--- config.mk ---
export PLATFORM = sky130hd
export DESIGN_NAME = firmata_host_receive_parser_core
export DESIGN_NICKNAME = d
export VERILOG_FILES = /design/src/design/fhrp_pkg.sv /design/src/design/fhrp_scan.sv /design/src/design/firmata_host_receive_parser_core.sv
export SDC_FILE = /design/constraint.sdc
export NUM_CORES = 1
export LEC_CHECK = 0
export ABC_AREA = 1
export BUFFER_PORTS_ARGS = -buffer_cell sky130_fd_sc_hd__buf_2
export CAP_MARGIN = 20
export CORE_AREA = 2 2 201 203
export DETAILED_ROUTE_END_ITERATION = 8
export DIE_AREA = 0 0 203 205
export PLACE_DENSITY = 0.64
export SLEW_MARGIN = 25
export SYNTH_ARGS = -nofsm -noshare
export SYNTH_HDL_FRONTEND = slang
export SYNTH_SLANG_ARGS = --single-unit
--- constraint.sdc ---
create_clock -name aclk -period 8 [get_ports aclk]
set_input_delay 1.6 -clock aclk [delete_from_list [all_inputs] [get_ports aclk]]
set_output_delay 1.6 -clock aclk [all_outputs]
set_load 0.1 [all_outputs]
--- src/design/fhrp_pkg.sv ---
// Shared types and constants for the Firmata host receive parser.
`timescale 1ns / 1ps
package fhrp_pkg;
    localparam logic [2:0] KIND_DIGITAL = 3'd0;
    localparam logic [2:0] KIND_ANALOG  = 3'd1;
    localparam logic [2:0] KIND_VERSION = 3'd2;
    localparam logic [2:0] KIND_SYSEX   = 3'd3;
    localparam logic [2:0] KIND_FW      = 3'd4;

    localparam logic [1:0] PEND_DIGITAL = 2'd0;
    localparam logic [1:0] PEND_ANALOG  = 2'd1;
    localparam logic [1:0] PEND_VERSION = 2'd2;

    localparam logic [7:0] CMD_DIGITAL   = 8'h90;
    localparam logic [7:0] CMD_ANALOG    = 8'hE0;
    localparam logic [7:0] CMD_VERSION   = 8'hF9;
    localparam logic [7:0] CMD_SYSEX     = 8'hF0;
    localparam logic [7:0] CMD_SYSEX_END = 8'hF7;
    localparam logic [7:0] SYSEX_FW      = 8'h79;
    localparam logic [7:0] SYSEX_STRING  = 8'h71;
    localparam logic [11:0] LAYOUT_THRESHOLD = 12'd23;

    typedef struct packed {
        logic [2:0]  kind;
        logic [4:0]  pin;
        logic [13:0] value;
        logic [6:0]  minor;
        logic        last;
    } event_t;

    // work handed from the decoder to the pin scanner
    typedef struct packed {
        logic        is_port;
        logic        is_single;
        logic [4:0]  first_pin;
        logic [3:0]  count;
        logic [7:0]  bits;
        event_t      single;
    } job_t;
endpackage

--- src/design/fhrp_scan.sv ---
// Pin scanner: walks the pins of a port one at a time against the pin-value memory.
`timescale 1ns / 1ps
module fhrp_scan
    import fhrp_pkg::*;
#(
    parameter int NUM_PINS = 22
) (
    input  logic                aclk,
    input  logic                aresetn,
    input  logic                job_valid,
    output logic                job_ready,
    input  job_t                job,
    input  logic [NUM_PINS-1:0] input_pin_mask,
    output logic                ev_valid,
    input  logic                ev_ready,
    output event_t              ev
);
    logic [0:0] dval_mem [NUM_PINS];
    logic [NUM_PINS-1:0] seen_reg;
    logic        busy_reg;
    job_t        job_reg;
    logic [3:0]  idx_reg;
    logic        pend_reg;
    event_t      pend_ev_reg;
    logic        ev_valid_reg;
    event_t      ev_reg;
    logic        rd_ok_reg;
    logic [0:0]  rd_data_reg;

    logic [4:0]  pin_now;
    logic        in_range, done_after;
    logic        out_free;
    logic        step;
    logic        nb;
    logic        emit;

    assign out_free  = !ev_valid_reg || ev_ready;
    assign job_ready = !busy_reg && !pend_reg && out_free;
    assign pin_now   = job_reg.first_pin + 5'(idx_reg);
    assign in_range  = (pin_now < 5'(NUM_PINS));
    assign nb        = job_reg.bits[3'(job_reg.first_pin[2:0] + 3'(idx_reg))];
    assign step      = busy_reg && job_reg.is_port && rd_ok_reg && out_free;
    assign done_after = (idx_reg + 4'd1 >= job_reg.count);

    always_comb begin
        emit = 1'b0;
        if (in_range && input_pin_mask[pin_now]) begin
            emit = !seen_reg[pin_now] || (rd_data_reg != nb);
        end
    end

    always_ff @(posedge aclk) begin
        if (!aresetn) begin
            busy_reg     <= 1'b0;
            ev_valid_reg <= 1'b0;
            seen_reg     <= '0;
            rd_ok_reg    <= 1'b0;
            idx_reg      <= '0;
            pend_reg     <= 1'b0;
        end else begin
            if (ev_valid_reg && ev_ready) begin
                ev_valid_reg <= 1'b0;
            end
            rd_ok_reg <= 1'b0;
            if (job_valid && job_ready) begin
                job_reg <= job;
                idx_reg <= '0;
                pend_reg <= 1'b0;
                if (job.is_single) begin
                    ev_reg       <= job.single;
                    ev_valid_reg <= 1'b1;
                end else if (job.is_port && job.count != 4'd0) begin
                    busy_reg <= 1'b1;
                end
            end else if (step) begin
                // hold one event back so the final one carries last
                if (emit) begin
                    if (pend_reg) begin
                        ev_reg       <= pend_ev_reg;
                        ev_valid_reg <= 1'b1;
                    end
                    pend_reg    <= 1'b1;
                    pend_ev_reg <= '{kind: KIND_DIGITAL, pin: pin_now,
                                     value: 14'(nb), minor: 7'd0, last: 1'b0};
                end
                if (in_range && input_pin_mask[pin_now]) begin
                    seen_reg[pin_now] <= 1'b1;
                end
                idx_reg <= idx_reg + 4'd1;
                if (done_after) begin
                    busy_reg <= 1'b0;
                end
            end else if (busy_reg && !job_reg.is_port) begin
                busy_reg <= 1'b0;
            end
            if (busy_reg && job_reg.is_port && !rd_ok_reg && !step) begin
                rd_ok_reg <= 1'b1;
            end
            if (!busy_reg && pend_reg && out_free && !(job_valid && job_ready)) begin
                ev_reg       <= '{kind: pend_ev_reg.kind, pin: pend_ev_reg.pin,
                                  value: pend_ev_reg.value, minor: pend_ev_reg.minor,
                                  last: 1'b1};
                ev_valid_reg <= 1'b1;
                pend_reg     <= 1'b0;
            end
        end
    end

    // single-port pin-value memory: registered read ahead of the step, write on a step for a masked in-range pin
    always_ff @(posedge aclk) begin
        if (step && in_range && input_pin_mask[pin_now]) begin
            dval_mem[pin_now] <= nb;
        end
        if (in_range) begin
            rd_data_reg <= dval_mem[pin_now];
        end
    end

    assign ev_valid = ev_valid_reg;
    assign ev       = ev_reg;

    a_no_accept_busy: assert property (@(posedge aclk) disable iff (!aresetn)
        busy_reg |-> !job_ready) else $error("job accepted while scanning");
    a_step_needs_read: assert property (@(posedge aclk) disable iff (!aresetn)
        step |-> rd_ok_reg) else $error("step without memory data");
    a_idx_bound: assert property (@(posedge aclk) disable iff (!aresetn)
        busy_reg && job_reg.is_port |-> idx_reg < job_reg.count)
        else $error("scan index past port");
endmodule

--- src/design/firmata_host_receive_parser_core.sv ---
// Top level: byte decoder with analog value memory, feeding the pin scanner.
// Path: a version, sysex or firmware result goes straight to the scanner's output register,
// an analog change first through the compare stage, and a digital port message through the pin walk.
// Throughput: one byte a cycle while no analog compare is pending; a byte with results waits while
// a result is held or a port is scanned. A port scan covers up to 8 pins in a read-then-write walk
// of the pin-value memory.
// Reset: synchronous active-low aresetn clears all control state and seen flags.
`timescale 1ns / 1ps
module firmata_host_receive_parser_core
    import fhrp_pkg::*;
#(
    parameter int NUM_PINS   = 22,
    parameter int NUM_ANALOG = 16
) (
    input  logic                aclk,
    input  logic                aresetn,
    input  logic                cfg_we,
    input  logic [21:0]         cfg_wdata,
    input  logic                s_valid,
    output logic                s_ready,
    input  logic [7:0]          s_rx_byte,
    output logic                m_valid,
    input  logic                m_ready,
    output logic [2:0]          m_event_kind,
    output logic [4:0]          m_pin,
    output logic [13:0]         m_value,
    output logic [6:0]          m_minor_value,
    output logic                m_last
);
    localparam int AW = (NUM_ANALOG > 1) ? $clog2(NUM_ANALOG) : 1;

    logic [21:0] mask_reg;
    logic [1:0]  wait_reg;
    logic        sysex_reg;
    logic [1:0]  pend_reg;
    logic [3:0]  chan_reg;
    logic [6:0]  first_reg;
    logic        layout_reg;
    logic [7:0]  sx_cnt_reg, sx_cmd_reg, fw_maj_reg, fw_min_reg;

    logic [13:0] an_mem [NUM_ANALOG];
    logic [NUM_ANALOG-1:0] an_seen_reg;

    // stage two: analog compare after memory read
    logic        an_v_reg;
    logic [3:0]  an_ch_reg;
    logic [13:0] an_new_reg, an_rd_reg;
    logic        an_seen_s2_reg;

    logic   job_valid, job_ready;
    job_t   job;
    event_t ev;
    logic   s_fire;
    logic [7:0] b;
    logic [13:0] v14;
    logic [11:0] fw_sum;

    assign s_ready = !an_v_reg && (!job_valid || job_ready);
    assign s_fire  = s_valid && s_ready;
    assign b       = s_rx_byte;
    assign v14     = {b[6:0], first_reg};
    assign fw_sum  = 12'(fw_maj_reg) * 12'd10 + 12'(fw_min_reg);

    always_ff @(posedge aclk) begin
        if (!aresetn) begin
            mask_reg <= '0;
        end else if (cfg_we) begin
            mask_reg <= cfg_wdata;
        end
    end

    // decode
    always_comb begin
        job       = '0;
        job_valid = 1'b0;
        if (an_v_reg) begin
            job_valid = an_seen_s2_reg && (an_rd_reg != an_new_reg);
            job.is_single = 1'b1;
            job.single = '{kind: KIND_ANALOG, pin: 5'(an_ch_reg), value: an_new_reg,
                           minor: 7'd0, last: 1'b1};
        end else if (s_valid) begin
            if (wait_reg != 2'd0 && !b[7]) begin
                if (wait_reg == 2'd1 && pend_reg == PEND_DIGITAL) begin
                    job_valid     = 1'b1;
                    job.is_port   = 1'b1;
                    job.bits      = v14[7:0];
                    case (chan_reg)
                        4'd0: begin job.first_pin = 5'd2; job.count = 4'd6; end
                        4'd1: begin job.first_pin = 5'd8;
                                    job.count = layout_reg ? 4'd8 : 4'd6; end
                        4'd2: begin job.first_pin = 5'd16;
                                    job.count = layout_reg ? 4'd4 : 4'd6; end
                        default: begin job.is_port = 1'b0; job_valid = 1'b0; end
                    endcase
                end else if (wait_reg == 2'd1 && pend_reg == PEND_VERSION) begin
                    job_valid = 1'b1;
                    job.is_single = 1'b1;
                    job.single = '{kind: KIND_VERSION, pin: 5'd0,
                                   value: 14'(first_reg), minor: b[6:0], last: 1'b1};
                end
            end else if (sysex_reg) begin
                if (b == CMD_SYSEX_END) begin
                    if (sx_cnt_reg != 8'd0 && sx_cmd_reg == SYSEX_FW) begin
                        job_valid = 1'b1;
                        job.is_single = 1'b1;
                        job.single = '{kind: KIND_FW, pin: 5'd0, value: 14'(fw_maj_reg),
                                       minor: fw_min_reg[6:0], last: 1'b1};
                    end else if (!(sx_cnt_reg != 8'd0 && sx_cmd_reg == SYSEX_STRING)) begin
                        job_valid = 1'b1;
                        job.is_single = 1'b1;
                        job.single = '{kind: KIND_SYSEX, pin: 5'd0, value: 14'd0,
                                       minor: 7'd0, last: 1'b1};
                    end
                end else begin
                    if (!(sx_cnt_reg == 8'd0 ? (b == SYSEX_FW || b == SYSEX_STRING)
                          : (sx_cmd_reg == SYSEX_FW || sx_cmd_reg == SYSEX_STRING))) begin
                        job_valid = 1'b1;
                        job.is_single = 1'b1;
                        job.single = '{kind: KIND_SYSEX, pin: 5'd0, value: 14'(b),
                                       minor: 7'd0, last: 1'b0};
                    end
                end
            end
        end
    end

    always_ff @(posedge aclk) begin
        if (!aresetn) begin
            wait_reg <= '0; sysex_reg <= 1'b0; pend_reg <= PEND_DIGITAL;
            chan_reg <= '0; first_reg <= '0; layout_reg <= 1'b0;
            sx_cnt_reg <= '0; sx_cmd_reg <= '0; fw_maj_reg <= '0; fw_min_reg <= '0;
            an_seen_reg <= '0; an_v_reg <= 1'b0;
        end else begin
            if (an_v_reg && (!job_valid || job_ready)) begin
                an_v_reg <= 1'b0;
            end
            if (s_fire) begin
                if (wait_reg != 2'd0 && !b[7]) begin
                    wait_reg <= wait_reg - 2'd1;
                    if (wait_reg == 2'd2) begin
                        first_reg <= b[6:0];
                    end else if (pend_reg == PEND_ANALOG &&
                                 32'(chan_reg) < NUM_ANALOG) begin
                        an_v_reg       <= 1'b1;
                        an_ch_reg      <= chan_reg;
                        an_new_reg     <= v14;
                        an_seen_s2_reg <= an_seen_reg[AW'(chan_reg)];
                        an_seen_reg[AW'(chan_reg)] <= 1'b1;
                    end
                end else if (sysex_reg) begin
                    if (b == CMD_SYSEX_END) begin
                        sysex_reg <= 1'b0;
                        if (sx_cnt_reg != 8'd0 && sx_cmd_reg == SYSEX_FW) begin
                            layout_reg <= (fw_sum >= LAYOUT_THRESHOLD);
                        end
                    end else begin
                        if (sx_cnt_reg == 8'd0) begin
                            sx_cmd_reg <= b;
                        end else if (sx_cmd_reg == SYSEX_FW) begin
                            if (sx_cnt_reg == 8'd1) fw_maj_reg <= b;
                            if (sx_cnt_reg == 8'd2) fw_min_reg <= b;
                        end
                        if (sx_cnt_reg != 8'hFF) sx_cnt_reg <= sx_cnt_reg + 8'd1;
                    end
                end else begin
                    if (b < CMD_SYSEX) chan_reg <= b[3:0];
                    if ((b < CMD_SYSEX ? {b[7:4], 4'h0} : b) == CMD_DIGITAL) begin
                        wait_reg <= 2'd2; pend_reg <= PEND_DIGITAL;
                    end else if ((b < CMD_SYSEX ? {b[7:4], 4'h0} : b) == CMD_ANALOG) begin
                        wait_reg <= 2'd2; pend_reg <= PEND_ANALOG;
                    end else if (b == CMD_VERSION) begin
                        wait_reg <= 2'd2; pend_reg <= PEND_VERSION;
                    end else if (b == CMD_SYSEX) begin
                        wait_reg <= 2'd0; sysex_reg <= 1'b1;
                        sx_cnt_reg <= '0; sx_cmd_reg <= '0;
                    end
                end
            end
        end
    end

    // analog value memory: read old value, write new one in the same cycle
    always_ff @(posedge aclk) begin
        if (s_fire && wait_reg == 2'd1 && !b[7] && pend_reg == PEND_ANALOG &&
            32'(chan_reg) < NUM_ANALOG) begin
            an_rd_reg <= an_mem[AW'(chan_reg)];
            an_mem[AW'(chan_reg)] <= v14;
        end
    end

    fhrp_scan #(.NUM_PINS(NUM_PINS)) u_scan (
        .aclk, .aresetn,
        .job_valid (job_valid && (an_v_reg || s_valid)),
        .job_ready,
        .job,
        .input_pin_mask (mask_reg[NUM_PINS-1:0]),
        .ev_valid (m_valid),
        .ev_ready (m_ready),
        .ev
    );

    assign m_event_kind  = ev.kind;
    assign m_pin         = ev.pin;
    assign m_value       = ev.value;
    assign m_minor_value = ev.minor;
    assign m_last        = ev.last;

    a_an_blocks_input: assert property (@(posedge aclk) disable iff (!aresetn)
        an_v_reg |-> !s_ready) else $error("byte taken during analog compare");
    a_wait_sysex: assert property (@(posedge aclk) disable iff (!aresetn)
        sysex_reg && $past(s_fire) && $past(b) == CMD_SYSEX |-> wait_reg == 2'd0)
        else $error("sysex with pending data");
    a_an_channel: assert property (@(posedge aclk) disable iff (!aresetn)
        an_v_reg |-> 32'(an_ch_reg) < NUM_ANALOG) else $error("analog channel out of range");
endmodule

# Yosys cells after proc, flatten, opt, wreduce, memory -nomap -nowiden
# Memories as Yosys holds them, arrays and structs flattened. A register that Yosys moved wholly into a read port is not among the register bits.
# Cells that the tools add are included.
[word_totals] register_bits=191 ramBits=246 inputBits=35 elab_cells=280 memories=2
[classes] add_sub_neg=6 n_mul=1 order_cmp=9 eq_ne=31 muxes=102 n_bitwise=11 n_reduce_logical=84
[mem_list] name="an_mem" words=16 word_bits=14 rd=1 rd_clocked_by_memory_dff=1 wr=1 line="firmata_host_receive_parser_core.sv:41" rtl="logic [13:0] an_mem [NUM_ANALOG];"
[mem_list] name="u_scan.dval_mem" words=22 word_bits=1 rd=1 rd_clocked_by_memory_dff=1 wr=1 line="fhrp_scan.sv:18" rtl="logic [0:0] dval_mem [NUM_PINS];"
[op_table] op="two-way mux 30 bit" count=10
[op_table] op="two-way mux 29 bit" count=4
[op_table] op="two-way mux 8 bit" count=10
[op_table] op="two-way mux 1 bit" count=54
[op_table] op="two-way mux 49 bit" count=1
[op_table] op="equality test 8 bit (second input constant)" count=5
[op_table] op="two-way mux 17 bit" count=2
[op_table] op="equality test 8 x 7 -> 1 bit (second input constant)" count=4
[op_table] op="logical AND 1 bit" count=32
[op_table] op="two-way mux 27 bit" count=1
[op_table] op="one-hot mux 9 bit (3 select lines)" count=1
[op_table] op="OR 22 bit" count=1
[op_table] op="two-way mux 2 bit" count=10
[op_table] op="AND reduction 4 bit" count=5
[op_table] op="OR 16 bit" count=1
[op_table] op="AND reduction 8 bit" count=2
[op_table] op="AND reduction 5 bit" count=3
[op_table] op="nonzero test 3 bit" count=5
[op_table] op="!= test 14 bit" count=1
[op_table] op="AND reduction 7 bit" count=2
[op_table] op="adder 12 x 8 -> 12 bit" count=1
[op_table] op="greater-or-equal comparator 12 x 5 -> 1 bit (second input constant)" count=1
[op_table] op="two-way mux 12 bit" count=1
[op_table] op="!= test 2 bit (second input constant)" count=6
[op_table] op="other kinds (45)" count=81

# Depth between registers and ports, before layout
# Gate-level depths: netlist of the first run.
[logic_depth] word_depth=18 depth_mapped=19 depth_no_buf=19

# Modules after synthesis
# A second synthesis of the first run with hierarchy kept.
[unflattened] cells_unflattened=1943 hier_area_um2=19876.6
[by_module_without_submodules] module="firmata_host_receive_parser_core" instances=1 cells_per_inst=1398 area_per_inst_um2=14974.4
[by_module_without_submodules] module="fhrp_scan" instances=1 cells_per_inst=545 area_per_inst_um2=4902.2

# Least setup slack after synthesis of the first run
# No wires, ideal clock.
[synth_path] kind="input to output" from="in s_rx_byte[5]" to="out s_ready" arrival_ps=3692 required_ps=6400 slack_ps=2708 cell_stages=11 n_path_buf=1 cell_sequence="buf_4 nand2_2 nor2_4 nand2_4 inv_2 nor2_2 nand3_4 nand2_4 nand2_4 a21oi_1 nor2_1"
[synth_via] elab_chain_cells=12
[synth_lines] item="start: declaration" line="firmata_host_receive_parser_core.sv:21" rtl="input logic [7:0] s_rx_byte,"
[synth_lines] item="equality test 8 x 7 -> 1 bit" line="firmata_host_receive_parser_core.sv:115" rtl="if (!(sx_cnt_reg == 8'd0 ? (b == SYSEX_FW || b == SYSEX_STRING)"
[synth_lines] item="logical OR 1 bit" line="firmata_host_receive_parser_core.sv:115"
[synth_lines] item="two-way mux 1 bit (2 in a row)" line="firmata_host_receive_parser_core.sv:115"
[synth_lines] item="two-way mux 1 bit (*)" line="firmata_host_receive_parser_core.sv:102" rtl="if (b == CMD_SYSEX_END) begin"
[synth_lines] item="two-way mux 1 bit (*)" line="firmata_host_receive_parser_core.sv:101" rtl="end else if (sysex_reg) begin"
[synth_lines] item="two-way mux 1 bit (*)" line="firmata_host_receive_parser_core.sv:82" rtl="if (wait_reg != 2'd0 && !b[7]) begin"
[synth_lines] item="two-way mux 1 bit (*)" line="firmata_host_receive_parser_core.sv:81" rtl="end else if (s_valid) begin"
[synth_lines] item="two-way mux 1 bit (*)" line="firmata_host_receive_parser_core.sv:76" rtl="if (an_v_reg) begin"
[synth_lines] item="zero test 1 bit (*)" line="firmata_host_receive_parser_core.sv:58" rtl="assign s_ready = !an_v_reg && (!job_valid || job_ready);"
[synth_lines] item="logical OR 1 bit (*)" line="firmata_host_receive_parser_core.sv:58"
[synth_lines] item="logical AND 1 bit (*)" line="firmata_host_receive_parser_core.sv:58"
[synth_lines] item="end: declaration" line="firmata_host_receive_parser_core.sv:20" rtl="output logic s_ready,"
# Every way passes the cells marked *; elsewhere a longest branch is shown, timed or not.

# Final worst setup path of the first run
[layout_path] from="in s_rx_byte[4]" to="out s_ready"
# The elaborated chain is that of the path after synthesis.

==> impl_results.md, run 1 <==
- Reg2Reg Depth: 11
- XOR/XNOR Fraction of Synth Area: between 1 and 1.5%
- Initial antenna violation count: 0
- PortBufs: 66
- VDD IR max: 0.239 mV
- Antenna cell count: 0
- Die area: about 0.042 sq mm
- Compound-cell area share of the yosys netlist: 13.2%
- CTS tree: built
- FF-to-FF End: u_scan.ev[18]
- Gr usage total: about a quarter
- Die Height: 205 um
- Site Rows: 73
- Largest net degree at the start of global routing: 84
- Worst-Skew Late Latency: 0.57 ns
- Placed inst area: approximately 0.020 sq mm
- EDFF count, synth: around 330
- Count leader, synth: edfxtp_1
- Final instance area: 0.0218 sq mm
- I/O pins: 67
- Net Sw Power: 1.03 mW
- Seq pwr share: 51.8%
- Total clock buffers created by CTS: 46
- Fin Setup TNS: 0 ns
- Top cell type's share of synthesized area: 51.0%
- Post-route DRC: 0
- Post-CTS setup buffer count: 0
- Sequential share of the synthesized area: 63.1%
- Main area contributors after synthesis: edfxtp_1 51%, dfxtp_1 12%, nand2_1 5.9%
- Synth Cell Area: 0.0195 sq mm
- Synth area leader: edfxtp_1
- Footprint of the multi-input gates: 0.00627 sq mm
- Syn Area/Cell: 10.9 sq um
- Clock slew at reported path FFs: roughly 0.06 ns
- Tmin final: approximately 5.2 ns
- Top cell by count, worst path: nand2_4
- CP bufs+invs: 3
- P per Cell Area: between 200 and 250 mW/mm^2
- Fmax: 192 MHz
- Slowest cell on the critical path: buf_2
- Fin. max-slew vios: 0
- Synth cell types: 56
- Slew Limit Headroom: 33.7%
- Worst min path class: reg2reg
- Layout Nets: 1912
- Power share of the combinational group: 4.3%
- Final Hold Fails: 0
- Mux cell area share after synthesis: 0%
- Remaining global-route overflow: 0
- DRT iter0 DRCs: roughly 1200
- Crit path max fanout: 25
- Crit path largest cell delay: 0.49 ns
- Startpoint Class: input pin
- Global-route wire length before repair: 74500 um
- Via count: 13500
- DR vias/cell: ~5.6
- RSZ-0062 raised after global routing: no
- Root buffer cell: clkbuf_16
- Crit path cell chain: buf_2, nand2_2, nor2_4, nand2_4, inv_2, nor2_2, nand3_4, nand2_4, nand2_4, a21oi_1, nor2_1, buf_2
- Worst slew pin tran: 0.993 ns
- Clk_skew: 0.0128 ns
- Max-cap viol count: 0
- WHS Path Cells: 1
- Status: complete, no violations
- Post-synth ARST share: 0%
- Wire per inst: 20.3 um
- Min-delay src: u_scan.rd_ok_reg
- H-tree depth: 2
- Antenna Violating Nets Remaining: 0
- Yosys reg bits: 449
- Core ar.: ~0.039 sq mm
- Share of layout cells above drive strength 1: 12.0%
- Clk buf depth: 3
- Critical path endpoint category: output pin
- Initial DRT Pass Iterations: 5
- Clock power frac: 43.9%
- Worst Hold Endpoint: u_scan.rd_ok_reg
- Top Family by Delay on Critical Path: buffers and inverters
- Tcrit/Tclk final: 65.1%
- Post-synthesis cell count: 1790
- Largest family of logic cells by synthesized area: simple AND/OR/NAND/NOR gates
- Synth Flop Type: edfxtp_1
- HPWL after DPL: 31500 um
- Synth warnings: 0
- Crit path kind: in2out
- Switching Fraction: 21.3%
- Area growth from synthesis to layout: 11.7%
- Number of global-route vias before repair: 12900
- Placer congestion estimate: slightly below 0.9
- Clk sinks: 449
- Leakage: approximately 8.0 nW
- Starting Density: between 40% and 50%
- Post-Synth Adder-Cell Area: 2.32%
- Post-CTS sizing: 0
- Arrival @ worst endpoint: 3.61 ns
- Cell-internal power: 3.79 mW
- Final setup violating endpoints: 0
- Hold-fix buffers, CTS: 0
- Detailed-route wire length: ~49000 um
- FILL cells: about 3300
- Sequential cell area: 0.0123 sq mm
- Fin util: about 55%
- Die X: 203 um
- Flop-to-flop setup slack: 4.35 ns
- Crit path required time: 6.40 ns
- Max reg flops: 224
- Synth cell count leaders: 331 x edfxtp_1, 305 x nand2_1, 215 x nor2_1
- Synth Net Count: roughly 1900
- Synth Area in Simple Gates: 15.2%
- RR Startpoint: u_scan.job_reg[43]
## worst reg2reg max path, cell delays in order, from the launching register on
cell and delay, ns:
edfxtp_1 0.39, ha_1 0.49, nor2_2 0.73, nand2_1 0.13, nand3_1 0.13, nand3_1 0.09, nand2_1 0.07, nand3_1 0.10
nor2_4 0.36, nand3_1 0.23, a31oi_4 0.40, buf_16 0.22
## logic make-up (layout without fill, tap and decap cells)
family / after synthesis / in the layout
buf+inv: 240 / 327
flops: 449 / 449
fa+ha+maj: 35 / 35
simple gates: 658 / 658
compound gates: 384 / 384
xor+xnor: 24 / 24
## layout make-up
cell class	count	area share [%]
inverters	162	2.80
multi-input cells	1101	28.8
repair buffers	82	2.16
well taps	525	3.02
clock buffers	67	5.74
clock inverters	16	0.971
flip-flops and latches	449	56.5
## cell usage in the layout, fill, tap and decap left out, types with 6 or more instances in the layout
cell | netlist | layout
xnor2_1 | 12 | 12
o22ai_2 | 8 | 8
nand2_1 | 305 | 305
clkbuf_16 | 0 | 46
clkbuf_1 | 52 | 19
nor2_2 | 5 | 13
nand3_1 | 47 | 47
nand2_4 | 7 | 7
o22ai_1 | 14 | 14
o21ai_0 | 68 | 68
nor2_1 | 215 | 204
o21ai_1 | 8 | 8
buf_2 | 10 | 66
a22oi_1 | 125 | 125
nor3_1 | 17 | 17
clkinv_1 | 3 | 7
ha_1 | 33 | 33
inv_1 | 147 | 147
dfxtp_1 | 118 | 116
a31oi_1 | 13 | 12
inv_2 | 11 | 11
a2111o_1 | 14 | 14
a21oi_1 | 74 | 74
o31ai_1 | 9 | 9
nand2_2 | 9 | 9
buf_4 | 9 | 15
clkinv_2 | 0 | 6
xor2_1 | 11 | 11
a21boi_0 | 28 | 28
edfxtp_1 | 331 | 331
nand4_1 | 22 | 22
nor2_4 | 14 | 17
## power by group through the flow
| stage | Clock [mW] | Combinational, mW | Sequential, mW |
|---|---|---|---|
| 3_3_place_gp | 0 | 0.200 | 2.55 |
| 3_5_place_dp | 0 | 0.204 | 2.55 |
| 5_1_grt | 2.23 | 0.224 | 2.50 |
| 2_1_floorplan | 0 | 0.125 | 2.55 |
| 6_report | 2.12 | 0.207 | 2.50 |
| 4_1_cts | 2.14 | 0.204 | 2.50 |
## metal layers
metal,share of wire (%),vias up,global-route usage [%]
li1,-,6406,-
met4,3.0,0,8.65
met3,5.9,85,3.50
met1,45,6511,32.5
met5,0,-,0
met2,46,461,38.2
## metrics by stage
stage	instances	worst slack, ns	power, mW	hold WS [ns]
after global placement	2318	2.82	2.75	0.408
after global routing	2402	2.65	4.95	0.436
after floorplan	1790	2.71	2.67	0.399
after detailed placement	2318	2.70	2.75	0.412
after CTS	2401	2.81	4.84	0.420
final	2402	2.79	4.82	0.417
## worst max path at each step
stage,from,endpoint,cells past startpoint
4_1_cts,s_rx_byte[4],s_ready,12
2_1_floorplan,s_rx_byte[5],s_ready,11
6_report,s_rx_byte[4],s_ready,12
3_5_place_dp,s_rx_byte[4],an_mem[6][5],15
3_3_place_gp,s_rx_byte[4],an_mem[3][5],15
5_1_grt,s_rx_byte[4],s_ready,12
Note: power is estimated with default switching activity, not from simulation.
==> inputs of run 2 (changes only) <==
- ABC_AREA: 1 -> 0
- PLACE_DENSITY: 0.64 -> 0.66
- clock period: 8 -> 4.6 ns (I/O delays scaled with it)
==> run 2 against run 1 <==
Net effect:
- sequential cell count did not move
- hold slack improved by 0.015 ns
- global-route usage fell by 1.5 points
- setup slack got worse by 2.2 ns
- largest cell class unchanged
- largest power group unchanged
==> impl_results.md, run 2 <==
- Most frequent cells in the layout: 331 x edfxtp_1, 115 x dfxtp_1, 92 x nor2_1, 92 x mux4_2, 80 x nand2_1
- Worst min path class: reg2reg
- Tcrit/Tclk final: about 90%
- Synth Net Count: 1375 (-26%)
- WHS Path Cells: 1 (unchanged)
- Sequential share of the synthesized area: 63.4% (+0.28 points)
- Die X: 203 um (unchanged)
- Die Height: 205 um (unchanged)
- Clk buf depth: 3 (unchanged)
- Die area: 0.0416 sq mm (unchanged)
- Area growth from synthesis to layout: 13.2%
- Final setup violating endpoints: 0 (unchanged)
- Arrival @ worst endpoint: 3.11 ns (-0.50 ns)
- RSZ-0062 raised after global routing: no
- H-tree depth: 2 (unchanged)
- Post-synth ARST share: 0% (unchanged)
- Leading cell type in the layout, fill and taps excluded: edfxtp_1
- Max reg flops: 224 (unchanged)
- Layout Nets: 1452 (-24%)
- Site Rows: 73 (unchanged)
- Core ar.: 0.0394 sq mm (unchanged)
- Hold-fix buffers, CTS: 0 (unchanged)
- Initial DRT Pass Iterations: 7 (+2)
- Number of global-route vias before repair: 11500 (-11%)
- Fin. max-slew vios: 0 (unchanged)
- Final Hold Fails: 0 (unchanged)
- EDFF count, synth: 331 (unchanged)
- VDD IR max: 0.341 mV (+43%)
- P per Cell Area: 383 mW/mm^2 (+73%)
- Clk sinks: 449 (unchanged)
- Final instance area: 0.0220 sq mm (+0.95%)
- Placed inst area: 0.0204 sq mm (+0.70%)
- Remaining global-route overflow: 0 (unchanged)
- Top cell type's share of synthesized area: 51.2% (+0.22 points)
- Root buffer cell: clkbuf_16
- PortBufs: 66 (unchanged)
- Antenna cell count: 0 (unchanged)
- Share of layout cells above drive strength 1: 22.4% (+10 points)
- Initial antenna violation count: 2 (+2)
- Main area contributors after synthesis: edfxtp_1 51%, dfxtp_1 12%, mux4_2 11%
- Post-synthesis cell count: 1305 (-27%)
- Tmin final: between 4 and 5 ns
- Crit path required time: 3.68 ns (-2.72 ns)
- Gr usage total: 22.1% (-1.5 points)
- Worst slew pin tran: 1.05 ns (+0.0586 ns)
- DRT iter0 DRCs: 1051 (-15%)
- Synth cell count leaders: 331 x edfxtp_1, 118 x dfxtp_1, 93 x nor2_1
- CTS tree: built
- Starting Density: 49.3% (-0.22 points)
- Via count: 11600 (-14%)
- I/O pins: 67 (unchanged)
- Syn Area/Cell: 14.9 sq um (+37%)
- Post-CTS setup buffer count: 0 (unchanged)
- Synth warnings: 0 (unchanged)
- HPWL after DPL: 29000 um (-7.9%)
- Worst-Skew Late Latency: 0.60 ns (+0.03 ns)
- Detailed-route wire length: 44600 um (-8.4%)
- Startpoint Class: flip-flop
- Fmax: 248 MHz
- Antenna Violating Nets Remaining: 0 (unchanged)
- Clock slew at reported path FFs: 0.06 ns (about the same)
- Post-CTS sizing: 0 (unchanged)
- DR vias/cell: 5.94 (+5.9%)
- Slew Limit Headroom: 29.8% (-3.9 points)
- Global-route wire length before repair: 69500 um (-6.7%)
- Yosys reg bits: 449 (unchanged)
- Reg2Reg Depth: 7 (-4)
- Post-route DRC: 0 (unchanged)
- Total clock buffers created by CTS: 47 (+2.2%)
- Fin Setup TNS: 0 ns (unchanged)
- Count leader, synth: edfxtp_1
- Critical path endpoint category: output pin
- Synth Cell Area: 0.0194 sq mm (-0.44%)
- Largest net degree at the start of global routing: 87 (+3.6%)
- Max-cap viol count: 0 (unchanged)
- Crit path max fanout: 6 (-76%)
- Status: complete, no violations
- Clk_skew: 0.0253 ns (+0.0125 ns)
- Leakage: 7.78 nW (-2.8%)
- Crit path kind: reg2out
- Synth Flop Type: edfxtp_1
- Placer congestion estimate: 0.861 (-2.7%)
- Wire per inst: 22.9 um (+13%)
- Synth cell types: 94 (+68%)
- Synth area leader: edfxtp_1
==> run 2: changes by cell type after synthesis, moves of 15 or more <==
cell,previous run,this run
nand2_1,305,80
inv_1,147,22
a22oi_1,125,3
nor2_1,215,93
mux4_2,0,92
mux2i_1,0,62
a21oi_1,74,17
o21ai_0,68,24
and2_1,0,39
a32o_1,0,32
a21boi_0,28,1
nand3_1,47,32
==> run 2: final cells by class <==
class | count | area [sq um]
multi-input combinational | 748 | 6690
inverter | 26 | 103
timing repair buffer | 110 | 664
clock buffer | 59 | 1260
tap | 525 | 657
clock inverter | 29 | 297
sequential | 449 | 12300
fill | 3100 | 17400
==> run 2: per-stage QoR <==
step / setup WS (ns) / utilization [%] / hold WS [ns] / power, mW / cells
finish: 0.571 / 55.8 / 0.432 / 8.41 / 1946
detailed placement: 0.864 / 51.9 / 0.414 / 4.70 / 1858
floorplan: 0.101 / - / 0.400 / 4.61 / 1305
global placement: 0.892 / 51.9 / 0.413 / 4.70 / 1858
CTS: 0.599 / 55.8 / 0.427 / 8.48 / 1946
global route: 0.479 / 55.8 / 0.446 / 8.67 / 1946
==> run 2: power breakdown <==
| part | switching [mW] | internal (mW) | leakage [nW] |
|---|---|---|---|
| logic | 0.168 | 0.107 | 2.82 |
| clock network | 1.60 | 2.19 | 0.761 |
| registers | 0.0145 | 4.32 | 4.19 |
==> run 2: final timing paths <==
kind	start	end	slack [ns]
worst max-delay path	sx_cnt_reg[0]	s_ready	0.57
worst min-delay path	u_scan.rd_ok_reg	u_scan.rd_ok_reg	0.43
worst max register to register	u_scan.job_reg[43]	u_scan.pend_ev_reg[23]	1.01
worst min register to register	u_scan.rd_ok_reg	u_scan.rd_ok_reg	0.43
==> run 2: cells by family (layout without fill, tap and decap cells) <==
group	after synthesis	after routing	synth area share, %
buffers and inverters	108	224	2.29
and+or+nand+nor	367	367	10.0
xor gates and xnor gates	24	24	1.12
adders and majority gates	35	35	2.33
DFF	449	449	63.4
muxes	159	159	14.2
AOI/OAI and AO/OA	163	163	6.71
==> run 2: worst max-delay path, cell delays in order (launching register included) <==
cell	delay (ns)
dfxtp_1	0.35
inv_1	0.11
ha_1	0.17
nor3b_2	0.50
and4_4	0.39
o32ai_4	0.15
a31oi_1	0.36
buf_2	0.50
==> run 2: per-layer routing <==
metal  up-vias  global-route usage, %  share of wire [%]
met3        84                   3.79                6.5
met2       385                   35.7                 48
met5         -                      0              0.025
met1      5846                   30.0                 42
li1       5235                      -                  -
met4         2                   8.50                3.2
==> inputs of run 3 (changes only) <==
- CORE_AREA: 2 2 201 203 -> 2 2 209 211
- DIE_AREA: 0 0 203 205 -> 0 0 211 213
- PLACE_DENSITY: 0.66 -> 0.62
==> run 3 against run 2 <==
Net effect:
- clock-buffer cell count up 7
- design area up 0.25%
- register-to-register slack better by 0.16 ns
- critical path type unchanged
- maximum frequency up 4.3%
- combinational power about the same
- sequential power about the same
- power up 1.1%
- via count down 0.44%
- highest routed layer unchanged
- largest cell class unchanged
- utilization down 4.2 points
- non-clock buffer count unchanged
- sequential share of layout area down 0.13 points
- die area up 8.0%
==> impl_results.md, run 3 (synthesized netlist as in run 2, its figures left out) <==
- PortBufs: 66 (unchanged)
- Largest net degree at the start of global routing: 87 (unchanged)
- Leading cell type in the layout, fill and taps excluded: edfxtp_1
- Core ar.: 0.0427 sq mm (+8.5%)
- H-tree depth: 2 (unchanged)
- HPWL after DPL: 29400 um (+1.3%)
- Most frequent cells in the layout: 331 x edfxtp_1, 114 x dfxtp_1, 92 x nor2_1, 92 x mux4_2, 80 x nand2_1
- Layout Nets: 1452 (unchanged)
- Remaining global-route overflow: 0 (unchanged)
- Max reg flops: 224 (unchanged)
- Startpoint Class: flip-flop
- Fin. max-slew vios: 0 (unchanged)
- Worst-Skew Late Latency: 0.59 ns (about the same)
- Root buffer cell: clkbuf_16
- Arrival @ worst endpoint: 2.94 ns (-0.17 ns)
- Critical path endpoint category: output pin
- Switching Fraction: 20.9% (-0.37 points)
- Wire per inst: 22.9 um (-0.23%)
- Area growth from synthesis to layout: 13.5%
- Worst min path class: reg2reg
- Placer congestion estimate: 0.894 (+3.8%)
- Site Rows: 76 (+4.1%)
- Number of global-route vias before repair: 11400 (-0.69%)
- Crit path cell chain: inv_1, ha_1, nor3b_2, a2111oi_4, o32ai_4, a31oi_1, buf_2
- Power share of the combinational group: 3.2% (about the same)
- Final Power: 8.50 mW (+1.1%)
- VDD IR max: 0.258 mV (-24%)
- Footprint of the multi-input gates: 0.00669 sq mm (unchanged)
- Die Height: 213 um (+3.9%)
- Antenna cell count: 0 (unchanged)
- Die area: 0.0449 sq mm (+8.0%)
- Starting Density: 45.5% (-3.8 points)
- FILL cells: 3539 (+14%)
- Leakage: 7.78 nW (about the same)
- Via count: 11500 (-0.44%)
- Post-CTS setup buffer count: 0 (unchanged)
- Sequential cell area: 0.0123 sq mm (about the same)
- Fmax: 259 MHz (+4.3%)
- Seq pwr share: 51.1% (-0.5 points)
- Slew Limit Headroom: 34.2% (+4.4 points)
- Final setup margin: 0.736 ns (+0.164 ns)
- Detailed-route wire length: 45000 um (+0.84%)
- DP Worst Slack: 0.907 ns (+0.0431 ns)
- Tcrit/Tclk final: 84.0% (-3.6 points)
- Crit path kind: reg2out
- Initial DRT Pass Iterations: 6 (-1)
- DR vias/cell: 5.85 (-1.5%)
- Crit path largest cell delay: 0.48 ns (-0.02 ns)
- Tmin final: 3.86 ns (-0.164 ns)
- Global-route wire length before repair: 69300 um (-0.20%)
- Initial antenna violation count: 2 (unchanged)
- Antenna Violating Nets Remaining: 0 (unchanged)
- Hold-fix buffers, CTS: 0 (unchanged)
- Clock power frac: 45.7% (+0.6 points)
- I/O pins: 67 (unchanged)
- Gr usage total: 20.5% (-1.5 points)
- Final setup violating endpoints: 0 (unchanged)
- Post-CTS sizing: 0 (unchanged)
- Max-cap viol count: 0 (unchanged)
- Status: complete, no violations
- P per Cell Area: 386 mW/mm^2 (+0.81%)
- Slowest cell on the critical path: buf_2
- Die X: 211 um (+3.9%)
- Crit path max fanout: 6 (unchanged)
- Cell-internal power: 6.73 mW (+1.5%)
- Net Sw Power: 1.77 mW (-0.71%)
- Fin Setup TNS: 0 ns (unchanged)
- Final Hold Fails: 0 (unchanged)
- Clk_skew: 0.0358 ns (+0.0104 ns)
- Clk buf depth: 3 (unchanged)
- Worst slew pin tran: 0.980 ns (-0.0721 ns)
- Clock slew at reported path FFs: 0.06 ns (about the same)
- Clk sinks: 449 (unchanged)
- Total clock buffers created by CTS: 47 (unchanged)
- Crit path required time: 3.68 ns (about the same)
- DRT iter0 DRCs: 1046 (-0.48%)
- Share of layout cells above drive strength 1: 22.2% (-0.21 points)
- CTS tree: built
- Post-route DRC: 0 (unchanged)
- RSZ-0062 raised after global routing: no
==> run 3: final cells by class <==
cell class                 count  area share, %
clock inverter                22           1.40
tap                          546           3.10
inverter                      26          0.466
sequential                   449           55.9
clock buffer                  66           5.80
multi-input combinational    748           30.4
timing repair buffer         110           3.01
==> run 3: path summary, 6_finish.rpt <==
kind                       from               end  slack [ns]  cells past startpoint
max               sx_cnt_reg[0]           s_ready        0.74                      7
min            u_scan.rd_ok_reg  u_scan.rd_ok_reg        0.42                      1
max reg2reg  u_scan.job_reg[43]     u_scan.ev[20]        1.17                      8
min reg2reg    u_scan.rd_ok_reg  u_scan.rd_ok_reg        0.42                      1
==> run 3: stage by stage <==
stage	hold slack (ns)	cell area, sq um	cells	util (%)
floorplan	0.400	19400	1305	-
global route	0.451	22000	1967	51.6
global placement	0.411	20400	1879	47.9
detailed placement	0.415	20400	1879	47.9
finish	0.424	22000	1967	51.6
CTS	0.425	22000	1967	51.6
==> run 3: power groups by stage <==
stage / Combinational [mW] / Sequential (mW) / Clock (mW)
6_report: 0.274 / 4.34 / 3.88
5_1_grt: 0.297 / 4.34 / 4.13
3_5_place_dp: 0.278 / 4.43 / 0
2_1_floorplan: 0.189 / 4.42 / 0
3_3_place_gp: 0.275 / 4.43 / 0
4_1_cts: 0.278 / 4.34 / 3.98
==> run 3: critical path, delay by kind of cell, from the launching register on <==
family          cells  cell delay (ns)
compound gates      3             0.96
flops               1             0.39
buf+inv             2             0.58
fa+ha+maj           1             0.21
simple gates        1             0.20
==> run 3: layer usage <==
| metal | track usage, % | up-vias | part of all wire, % |
|---|---|---|---|
| li1 | - | 5258 | - |
| met1 | 27.4 | 5815 | 43 |
| met2 | 34.0 | 344 | 49 |
| met3 | 3.75 | 82 | 5.4 |
| met4 | 6.92 | 2 | 2.9 |
| met5 | 0 | - | 0.027 |
